==> src/rtl/ssm_pkg.sv <==
// package for the sorted sequence merge unit
// holds default sizes, command codes, sequencer states and helpers
// no dependencies
`timescale 1ns / 1ps
`default_nettype none

package ssm_pkg;

    // default sizes for the top level parameters
    localparam int DEF_SEQUENCE_DEPTH = 32;
    localparam int DEF_VALUE_BITS     = 32;

    // fixed widths of the channel payload
    localparam int CMD_W   = 2;
    localparam int FIELD_W = 32;

    // command codes
    localparam logic [CMD_W-1:0] CMD_APPEND_FIRST  = 2'd0;
    localparam logic [CMD_W-1:0] CMD_APPEND_SECOND = 2'd1;
    localparam logic [CMD_W-1:0] CMD_MERGE         = 2'd2;

    // sequencer states
    typedef enum logic [1:0] {
        ST_IDLE,
        ST_FETCH,
        ST_PICK,
        ST_SEND
    } state_t;

    // address bits for a store of the given depth, at least one
    function automatic int addr_bits(input int depth);
        return (depth > 1) ? $clog2(depth) : 1;
    endfunction

    // counter bits that can hold the depth itself
    function automatic int count_bits(input int depth);
        return $clog2(depth + 1);
    endfunction

endpackage

`default_nettype wire

==> src/rtl/ssm_if.sv <==
// valid/ready channel interfaces for the merge unit
// depends on ssm_pkg for payload widths
`timescale 1ns / 1ps
`default_nettype none

interface ssm_in_if
    import ssm_pkg::*;
();
    logic                      valid;
    logic                      ready;
    logic [CMD_W-1:0]          command;
    logic signed [FIELD_W-1:0] value;

    modport source (output valid, output command, output value, input ready);
    modport sink   (input valid, input command, input value, output ready);
endinterface

interface ssm_out_if
    import ssm_pkg::*;
();
    logic                      valid;
    logic                      ready;
    logic signed [FIELD_W-1:0] merged_value;
    logic                      from_second;
    logic                      last_value;
    logic                      both_empty;
    logic                      overflowed;

    modport source (output valid, output merged_value, output from_second,
                    output last_value, output both_empty, output overflowed,
                    input ready);
    modport sink   (input valid, input merged_value, input from_second,
                    input last_value, input both_empty, input overflowed,
                    output ready);
endinterface

`default_nettype wire

==> src/rtl/ssm_ram.sv <==
// generic single write port ram with registered read
// depends on ssm_pkg for address width helper
`timescale 1ns / 1ps
`default_nettype none

module ssm_ram
    import ssm_pkg::*;
#(
    parameter int WIDTH = DEF_VALUE_BITS,
    parameter int DEPTH = DEF_SEQUENCE_DEPTH
) (
    input  wire logic                          clk,
    input  wire logic                          wr_en,
    input  wire logic [addr_bits(DEPTH)-1:0]   wr_addr,
    input  wire logic [WIDTH-1:0]              wr_data,
    input  wire logic [addr_bits(DEPTH)-1:0]   rd_addr,
    output      logic [WIDTH-1:0]              rd_data
);

    logic [WIDTH-1:0] mem [DEPTH];

    // write port
    always_ff @(posedge clk)
    begin
        if (wr_en)
        begin
            mem[wr_addr] <= wr_data;
        end
    end

    // registered read port
    always_ff @(posedge clk)
    begin
        rd_data <= mem[rd_addr];
    end

endmodule

`default_nettype wire

==> src/rtl/ssm_seq.sv <==
// merge sequencer: store counts, head indexes, shared signed compare, output register
// depends on ssm_pkg and ssm_if; drives the two store rams in the top level
`timescale 1ns / 1ps
`default_nettype none

module ssm_seq
    import ssm_pkg::*;
#(
    parameter int SEQUENCE_DEPTH = DEF_SEQUENCE_DEPTH,
    parameter int VALUE_BITS     = DEF_VALUE_BITS
) (
    input  wire logic                                 clk,
    input  wire logic                                 rst_n,
    ssm_in_if.sink                                    in_ch,
    ssm_out_if.source                                 out_ch,
    output      logic                                 wr_a,
    output      logic                                 wr_b,
    output      logic [addr_bits(SEQUENCE_DEPTH)-1:0] wr_addr_a,
    output      logic [addr_bits(SEQUENCE_DEPTH)-1:0] wr_addr_b,
    output      logic [VALUE_BITS-1:0]                wr_data,
    output      logic [addr_bits(SEQUENCE_DEPTH)-1:0] rd_addr_a,
    output      logic [addr_bits(SEQUENCE_DEPTH)-1:0] rd_addr_b,
    input  wire logic [VALUE_BITS-1:0]                rd_data_a,
    input  wire logic [VALUE_BITS-1:0]                rd_data_b
);

    localparam int AW = addr_bits(SEQUENCE_DEPTH);
    localparam int CW = count_bits(SEQUENCE_DEPTH);
    localparam logic [CW-1:0] FULL = CW'(SEQUENCE_DEPTH);

    state_t state_reg, state_next;

    logic [CW-1:0] cnt_a_reg, cnt_a_next;
    logic [CW-1:0] cnt_b_reg, cnt_b_next;
    logic [CW-1:0] idx_a_reg, idx_a_next;
    logic [CW-1:0] idx_b_reg, idx_b_next;
    logic          ovf_reg, ovf_next;

    logic [FIELD_W-1:0] val_reg, val_next;
    logic               sec_reg, sec_next;
    logic               last_reg, last_next;
    logic               empty_reg, empty_next;

    logic                  in_acc;
    logic                  out_acc;
    logic                  take_first;
    logic [VALUE_BITS-1:0] pick_val;
    logic [FIELD_W-1:0]    pick_ext;

    assign in_acc  = in_ch.valid && in_ch.ready;
    assign out_acc = out_ch.valid && out_ch.ready;

    // input value resized to store width, stored value resized to field width (truncate or sign extend)
    generate
        if (VALUE_BITS > FIELD_W)
        begin : g_wide
            assign wr_data  = {{(VALUE_BITS - FIELD_W){in_ch.value[FIELD_W-1]}},
                               in_ch.value};
            assign pick_ext = pick_val[FIELD_W-1:0];
        end
        else if (VALUE_BITS < FIELD_W)
        begin : g_narrow
            assign wr_data  = in_ch.value[VALUE_BITS-1:0];
            assign pick_ext = {{(FIELD_W - VALUE_BITS){pick_val[VALUE_BITS-1]}},
                               pick_val};
        end
        else
        begin : g_same
            assign wr_data  = in_ch.value;
            assign pick_ext = pick_val;
        end
    endgenerate

    // store ports
    assign wr_addr_a = cnt_a_reg[AW-1:0];
    assign wr_addr_b = cnt_b_reg[AW-1:0];
    assign rd_addr_a = idx_a_reg[AW-1:0];
    assign rd_addr_b = idx_b_reg[AW-1:0];

    // shared compare: first head wins only when strictly smaller
    always_comb
    begin
        if (idx_a_reg >= cnt_a_reg)
        begin
            take_first = 1'b0;
        end
        else if (idx_b_reg >= cnt_b_reg)
        begin
            take_first = 1'b1;
        end
        else
        begin
            take_first = $signed(rd_data_a) < $signed(rd_data_b);
        end
        pick_val = take_first ? rd_data_a : rd_data_b;
    end

    // next state
    always_comb
    begin
        state_next = state_reg;
        case (state_reg)
            ST_IDLE:
            begin
                if (in_acc && in_ch.command == CMD_MERGE)
                begin
                    if (cnt_a_reg == '0 && cnt_b_reg == '0)
                    begin
                        state_next = ST_SEND;
                    end
                    else
                    begin
                        state_next = ST_FETCH;
                    end
                end
            end
            ST_FETCH:
            begin
                state_next = ST_PICK;
            end
            ST_PICK:
            begin
                state_next = ST_SEND;
            end
            ST_SEND:
            begin
                if (out_acc)
                begin
                    state_next = last_reg ? ST_IDLE : ST_FETCH;
                end
            end
            default:
            begin
                state_next = ST_IDLE;
            end
        endcase
    end

    // handshake outputs
    always_comb
    begin
        in_ch.ready  = 1'b0;
        out_ch.valid = 1'b0;
        case (state_reg)
            ST_IDLE:
            begin
                in_ch.ready = 1'b1;
            end
            ST_SEND:
            begin
                out_ch.valid = 1'b1;
            end
            default:
            begin
                in_ch.ready  = 1'b0;
                out_ch.valid = 1'b0;
            end
        endcase
    end

    // datapath next values
    always_comb
    begin
        cnt_a_next = cnt_a_reg;
        cnt_b_next = cnt_b_reg;
        idx_a_next = idx_a_reg;
        idx_b_next = idx_b_reg;
        ovf_next   = ovf_reg;
        val_next   = val_reg;
        sec_next   = sec_reg;
        last_next  = last_reg;
        empty_next = empty_reg;
        wr_a       = 1'b0;
        wr_b       = 1'b0;

        // appends and merge start
        if (state_reg == ST_IDLE && in_acc)
        begin
            if (in_ch.command == CMD_APPEND_FIRST)
            begin
                if (cnt_a_reg < FULL)
                begin
                    wr_a       = 1'b1;
                    cnt_a_next = cnt_a_reg + CW'(1);
                end
                else
                begin
                    ovf_next = 1'b1;
                end
            end
            else if (in_ch.command == CMD_APPEND_SECOND)
            begin
                if (cnt_b_reg < FULL)
                begin
                    wr_b       = 1'b1;
                    cnt_b_next = cnt_b_reg + CW'(1);
                end
                else
                begin
                    ovf_next = 1'b1;
                end
            end
            else if (in_ch.command == CMD_MERGE)
            begin
                idx_a_next = '0;
                idx_b_next = '0;
                val_next   = '0;
                sec_next   = 1'b0;
                last_next  = 1'b1;
                empty_next = 1'b1;
            end
        end

        // one merge step: take a head, advance its index
        if (state_reg == ST_PICK)
        begin
            if (take_first)
            begin
                idx_a_next = idx_a_reg + CW'(1);
            end
            else
            begin
                idx_b_next = idx_b_reg + CW'(1);
            end
            val_next   = pick_ext;
            sec_next   = !take_first;
            last_next  = (idx_a_next == cnt_a_reg) && (idx_b_next == cnt_b_reg);
            empty_next = 1'b0;
        end

        // final item taken: empty both stores
        if (state_reg == ST_SEND && out_acc && last_reg)
        begin
            cnt_a_next = '0;
            cnt_b_next = '0;
            idx_a_next = '0;
            idx_b_next = '0;
            ovf_next   = 1'b0;
        end
    end

    // control registers
    always_ff @(posedge clk or negedge rst_n)
    begin
        if (!rst_n)
        begin
            state_reg <= ST_IDLE;
            cnt_a_reg <= '0;
            cnt_b_reg <= '0;
            idx_a_reg <= '0;
            idx_b_reg <= '0;
            ovf_reg   <= 1'b0;
        end
        else
        begin
            state_reg <= state_next;
            cnt_a_reg <= cnt_a_next;
            cnt_b_reg <= cnt_b_next;
            idx_a_reg <= idx_a_next;
            idx_b_reg <= idx_b_next;
            ovf_reg   <= ovf_next;
        end
    end

    // output payload registers
    always_ff @(posedge clk)
    begin
        val_reg   <= val_next;
        sec_reg   <= sec_next;
        last_reg  <= last_next;
        empty_reg <= empty_next;
    end

    assign out_ch.merged_value = val_reg;
    assign out_ch.from_second  = sec_reg;
    assign out_ch.last_value   = last_reg;
    assign out_ch.both_empty   = empty_reg;
    assign out_ch.overflowed   = ovf_reg;

endmodule

`default_nettype wire

==> src/rtl/sorted_sequence_merge_unit.sv <==
// top level of the sorted sequence merge unit: two store rams and the merge sequencer
// depends on ssm_pkg, ssm_if, ssm_ram and ssm_seq
//
//   channel   dir   payload                                            accepted when
//   in_ch     in    command[1:0], value[31:0]                          valid && ready
//   out_ch    out   merged_value[31:0], from_second, last_value,       valid && ready
//                   both_empty, overflowed
//
// an append leaves the input ready
// a merge emits one item at a time, the next fetched only after out_ch takes the last:
// head read from the store rams, compare and register, then send
// an empty merge emits its single item in the cycle after the command
// input is not ready from a merge command until its last item is taken
// reset clears counts, indexes, overflow flag and sequencer; the rams need no clearing
`timescale 1ns / 1ps
`default_nettype none

module sorted_sequence_merge_unit
    import ssm_pkg::*;
#(
    parameter int SEQUENCE_DEPTH = DEF_SEQUENCE_DEPTH,
    parameter int VALUE_BITS     = DEF_VALUE_BITS
) (
    input  wire logic clk,
    input  wire logic rst_n,
    ssm_in_if.sink    in_ch,
    ssm_out_if.source out_ch
);

    localparam int AW = addr_bits(SEQUENCE_DEPTH);

    logic                  wr_a;
    logic                  wr_b;
    logic [AW-1:0]         wr_addr_a;
    logic [AW-1:0]         wr_addr_b;
    logic [VALUE_BITS-1:0] wr_data;
    logic [AW-1:0]         rd_addr_a;
    logic [AW-1:0]         rd_addr_b;
    logic [VALUE_BITS-1:0] rd_data_a;
    logic [VALUE_BITS-1:0] rd_data_b;

    // first sequence store
    ssm_ram #(
        .WIDTH (VALUE_BITS),
        .DEPTH (SEQUENCE_DEPTH)
    ) u_store_a (
        .clk     (clk),
        .wr_en   (wr_a),
        .wr_addr (wr_addr_a),
        .wr_data (wr_data),
        .rd_addr (rd_addr_a),
        .rd_data (rd_data_a)
    );

    // second sequence store
    ssm_ram #(
        .WIDTH (VALUE_BITS),
        .DEPTH (SEQUENCE_DEPTH)
    ) u_store_b (
        .clk     (clk),
        .wr_en   (wr_b),
        .wr_addr (wr_addr_b),
        .wr_data (wr_data),
        .rd_addr (rd_addr_b),
        .rd_data (rd_data_b)
    );

    // merge sequencer
    ssm_seq #(
        .SEQUENCE_DEPTH (SEQUENCE_DEPTH),
        .VALUE_BITS     (VALUE_BITS)
    ) u_seq (
        .clk       (clk),
        .rst_n     (rst_n),
        .in_ch     (in_ch),
        .out_ch    (out_ch),
        .wr_a      (wr_a),
        .wr_b      (wr_b),
        .wr_addr_a (wr_addr_a),
        .wr_addr_b (wr_addr_b),
        .wr_data   (wr_data),
        .rd_addr_a (rd_addr_a),
        .rd_addr_b (rd_addr_b),
        .rd_data_a (rd_data_a),
        .rd_data_b (rd_data_b)
    );

endmodule

`default_nettype wire
==> src/flat_wrapper.sv <==
// flat-port wrapper written by rule: the top's interface ports become plain ports
module sorted_sequence_merge_unit_flat import ssm_pkg::*;
#(
    parameter int SEQUENCE_DEPTH = DEF_SEQUENCE_DEPTH,
    parameter int VALUE_BITS     = DEF_VALUE_BITS
)
  (clk, rst_n, in_ch_valid, in_ch_command, in_ch_value, in_ch_ready, out_ch_valid, out_ch_merged_value, out_ch_from_second, out_ch_last_value, out_ch_both_empty, out_ch_overflowed, out_ch_ready);
  ssm_in_if in_ch_i ();
  ssm_out_if out_ch_i ();
  input  wire logic clk;
  input  wire logic rst_n;
  input wire logic [$bits(in_ch_i.valid)-1:0] in_ch_valid;
  input wire logic [$bits(in_ch_i.command)-1:0] in_ch_command;
  input wire logic [$bits(in_ch_i.value)-1:0] in_ch_value;
  output wire logic [$bits(in_ch_i.ready)-1:0] in_ch_ready;
  output wire logic [$bits(out_ch_i.valid)-1:0] out_ch_valid;
  output wire logic [$bits(out_ch_i.merged_value)-1:0] out_ch_merged_value;
  output wire logic [$bits(out_ch_i.from_second)-1:0] out_ch_from_second;
  output wire logic [$bits(out_ch_i.last_value)-1:0] out_ch_last_value;
  output wire logic [$bits(out_ch_i.both_empty)-1:0] out_ch_both_empty;
  output wire logic [$bits(out_ch_i.overflowed)-1:0] out_ch_overflowed;
  input wire logic [$bits(out_ch_i.ready)-1:0] out_ch_ready;
  assign in_ch_i.valid = in_ch_valid;
  assign in_ch_i.command = in_ch_command;
  assign in_ch_i.value = in_ch_value;
  assign in_ch_ready = in_ch_i.ready;
  assign out_ch_valid = out_ch_i.valid;
  assign out_ch_merged_value = out_ch_i.merged_value;
  assign out_ch_from_second = out_ch_i.from_second;
  assign out_ch_last_value = out_ch_i.last_value;
  assign out_ch_both_empty = out_ch_i.both_empty;
  assign out_ch_overflowed = out_ch_i.overflowed;
  assign out_ch_i.ready = out_ch_ready;
  sorted_sequence_merge_unit #(.SEQUENCE_DEPTH(SEQUENCE_DEPTH), .VALUE_BITS(VALUE_BITS)) u_core (.clk(clk), .rst_n(rst_n), .in_ch(in_ch_i), .out_ch(out_ch_i));
endmodule
==> config.mk <==
export PLATFORM = sky130hd
export DESIGN_NAME = sorted_sequence_merge_unit_flat
export DESIGN_NICKNAME = d
export VERILOG_FILES = /design/src/rtl/ssm_pkg.sv /design/src/rtl/ssm_if.sv /design/src/rtl/ssm_ram.sv /design/src/rtl/ssm_seq.sv /design/src/rtl/sorted_sequence_merge_unit.sv /design/src/flat_wrapper.sv
export SDC_FILE = /design/constraint.sdc
export NUM_CORES = 2
export LEC_CHECK = 0
export ABC_CLOCK_PERIOD_IN_PS = 4400
export BUFFER_PORTS_ARGS = -buffer_cell sky130_fd_sc_hd__buf_2
export CORE_AREA = 2 2 594 478
export DETAILED_ROUTE_END_ITERATION = 6
export DIE_AREA = 0 0 596 480
export GPL_TIMING_DRIVEN = 0
export SLEW_MARGIN = 10
export SYNTH_ARGS = -nofsm -noshare
export SYNTH_HDL_FRONTEND = slang
export SYNTH_SLANG_ARGS = --single-unit
export TNS_END_PERCENT = 1
==> constraint.sdc <==
create_clock -name clk -period 4.4 [get_ports clk]
set_clock_uncertainty 0.2 [all_clocks]
set_input_delay 0.88 -clock clk [delete_from_list [all_inputs] [get_ports clk]]
set_output_delay 0.88 -clock clk [all_outputs]
set_load 0.005 [all_outputs]
==> run summary <==
# nets final: 4,059
Leak Pwr: 29.6 nW
Finished Layout Cells: 7,844
Clock Pin Slew Worst Setup and Hold Paths: 0.06 ns
endpoints failing hold: 0
clock sink total: 2,174
Worst slew margin: 10.7%
crit-path cells: clkbuf_1 > clkbuf_1 > buf_1 > mux4_2 > mux4_2 > mux2_2
post-synth top area cell: edfxtp_1
critical path required time: 4.91 ns
most frequent cell after synthesis: edfxtp_1
Port Buf Inserts: 75
#FFs+latches synth: 2,174
Layout area overhead: 16.8%
Peak Freq: 0.230 GHz
CTS tree: yes
fin util: 34.9%
CTS max path bufs: 3
largest net degree at the start of global routing: 65
filler instances: 25,612
Synth async-reset ratio: 1.24%
PwrDens: 575 nW/um^2
final WL: 210,000 um
fin crit period: 4.34 ns
delay-heaviest family, CP: buffers and inverters
die area: 286,000 sq um
post-route cell area: 97,700 sq um
Yosys top cell area share: 74.8%
Die H: 480 um
Post-synth top cells: edfxtp_1, mux4_2, clkbuf_1
CP Data Arrival Time: 4.85 ns
clock root cell: clkbuf_16
DR iter-0 viols: 5,342
Synth Warn #: 0
mapped cell area: 83,600 sq um
Syn Inst Count: 3,603
fin. max-slew vios: 0
GRT Total Usage: 14.5%
worst path bufs/invs: 3
RSZ-0062 raised after global routing: true
drt via density: 5.03
Setup TNS: 0 ns
vias in the first global route: 39,369
share of cells above drive strength 1: 30.9%
final count of negative-setup-slack endpoints: 0
row count: 174
outcome: completed
Crit path largest cell delay: 0.90 ns
grt ovf: 0
Worst Setup Path Type: reg2reg
drt wl/cell: 26.7 um
drt first pass iters: 5
antenna viol nets, final: 0
dominant synthesized flop cell: edfxtp_1
largest registers: u_core.u_store_a.mem x1024, u_core.u_store_b.mem x1024
first-pass GRT wire length: 296,000 um
initial antenna violation count: 21
CTS buffer count: 205
Hold Crit Class: in2reg
Syn Nets: 3,697
Post-synth EDFFs: 2,082
DP Area: 90,600 sq um
GP Congestion: 0.822
Post-DP HPWL: 138,000 um
detailed-route via count: 39,446
count of cell types in the netlist: 66
ranking of synthesized cells by area: edfxtp_1, mux4_2, dfxtp_1
die width: 596 um
crit start category: register
DRC: 0
slowest cell on the critical path: buf_1
crit-path max FO: 10
CTS H-tree lvls: 4
Inst Count DP: 7,448
Mean Syn Cell Area: 23.2 sq um
starting density of the core: 29.9%
Final period util: 98.7%
CP Capture Type: register
Core ar.: 280,000 sq um
worst-margin pin slew: 1.34 ns
VDD IR max: 0.000440 V
worst skew pair latency: 0.84 ns
Top Ports: 76
post-synthesis sequential area ratio: 77.2%
Max-cap violations: 0
## path summary, 6_finish.rpt
kind | start | endpoint | slack, ns | depth (start not counted)
worst min register to register | u_core.u_seq.out_ch.both_empty | u_core.u_seq.out_ch.both_empty | 0.28 | 2
worst max register to register | u_core.u_seq.idx_a_reg[1] | u_core.u_store_a.rd_data[6] | 0.06 | 6
max in group asynchronous | rst_n | u_core.u_seq.idx_b_reg[0] | 2.99 | 2
min in group asynchronous | rst_n | u_core.u_seq.cnt_b_reg[2] | 0.51 | 2
worst max-delay path | u_core.u_seq.idx_a_reg[1] | u_core.u_store_a.rd_data[6] | 0.06 | 6
worst min-delay path | out_ch_ready | u_core.u_seq.state_reg[0] | 0.24 | 3
## layout by cell type, fill, tap and decap left out, types with 20 or more instances in the layout
cell type,n
a21boi_1,27
a21oi_1,35
buf_1,32
buf_12,65
buf_2,71
clkbuf_1,160
clkbuf_16,216
clkbuf_8,23
clkinv_1,38
clkinv_2,41
dfrtp_1,26
dfxtp_1,65
edfxtp_1,2082
ha_1,55
inv_1,48
mux2_2,64
mux4_2,640
nand2_1,97
nand3_1,25
nor2_1,37
nor2_4,60
o21ai_0,20
## metrics by stage
step	worst slack, ns	power (mW)	hold slack (ns)
3_3_place_gp	-2.45	38.2	0.262
4_1_cts	0.00720	56.4	0.174
3_5_place_dp	-1.23	38.5	0.269
5_1_grt	-0.0142	58.3	0.219
2_1_floorplan	0.102	33.2	0.265
6_report	0.0572	56.2	0.236
## worst reg2reg max path, cell delays in order, from the launching register on
cell and delay (ns):
dfrtp_1 0.41, clkbuf_1 0.54, clkbuf_1 0.89, buf_1 0.90
mux4_2 0.46, mux4_2 0.50, mux2_2 0.30
## what timing repair did
item | CTS | global route
pin swaps | 2 | 3
hold buffers | 1 | 0
endpoints found under the hold margin | 27 | 0
gates resized for setup | 15 | 12
endpoints found under the setup margin | 95 | 64
setup buffers | 2 | 4
## cell families after synthesis
kind of cell	share of synthesized area [%]
flops	77.2
mux	18.2
simple gates	1.56
buf+inv	1.06
compound gates	1.00
fa+ha+maj	0.838
xor+xnor	0.210
## metal layers
metal,up-vias,global-route usage (%),part of all wire (%)
met5,-,0,0.030
met4,10,2.49,1.4
met3,233,3.07,8.6
met2,1770,21.6,44
met1,21386,21.9,46
li1,16047,-,-
## area by class of cell
| class | count | area, sq um | area share [%] |
|---|---|---|---|
| inverter | 51 | 191 | 0.196 |
| multi-input combinational | 1197 | 18700 | 19.2 |
| tap | 3696 | 4620 | 4.74 |
| buffer | 179 | 733 | 0.751 |
| antenna | 5 | 12.5 | 0.0128 |
| clock buffer | 279 | 5860 | 6.00 |
| sequential | 2174 | 64500 | 66.0 |
| clock inverter | 106 | 990 | 1.01 |
| timing repair buffer | 157 | 2010 | 2.06 |
## where the power goes
part	switching (mW)	leakage, nW	internal (mW)
registers	0.601	19.6	23.5
logic	7.97	6.57	6.17
clock network	7.60	3.38	10.4
total	16.2	29.6	40.0
(Power assumes the default switching activity.)
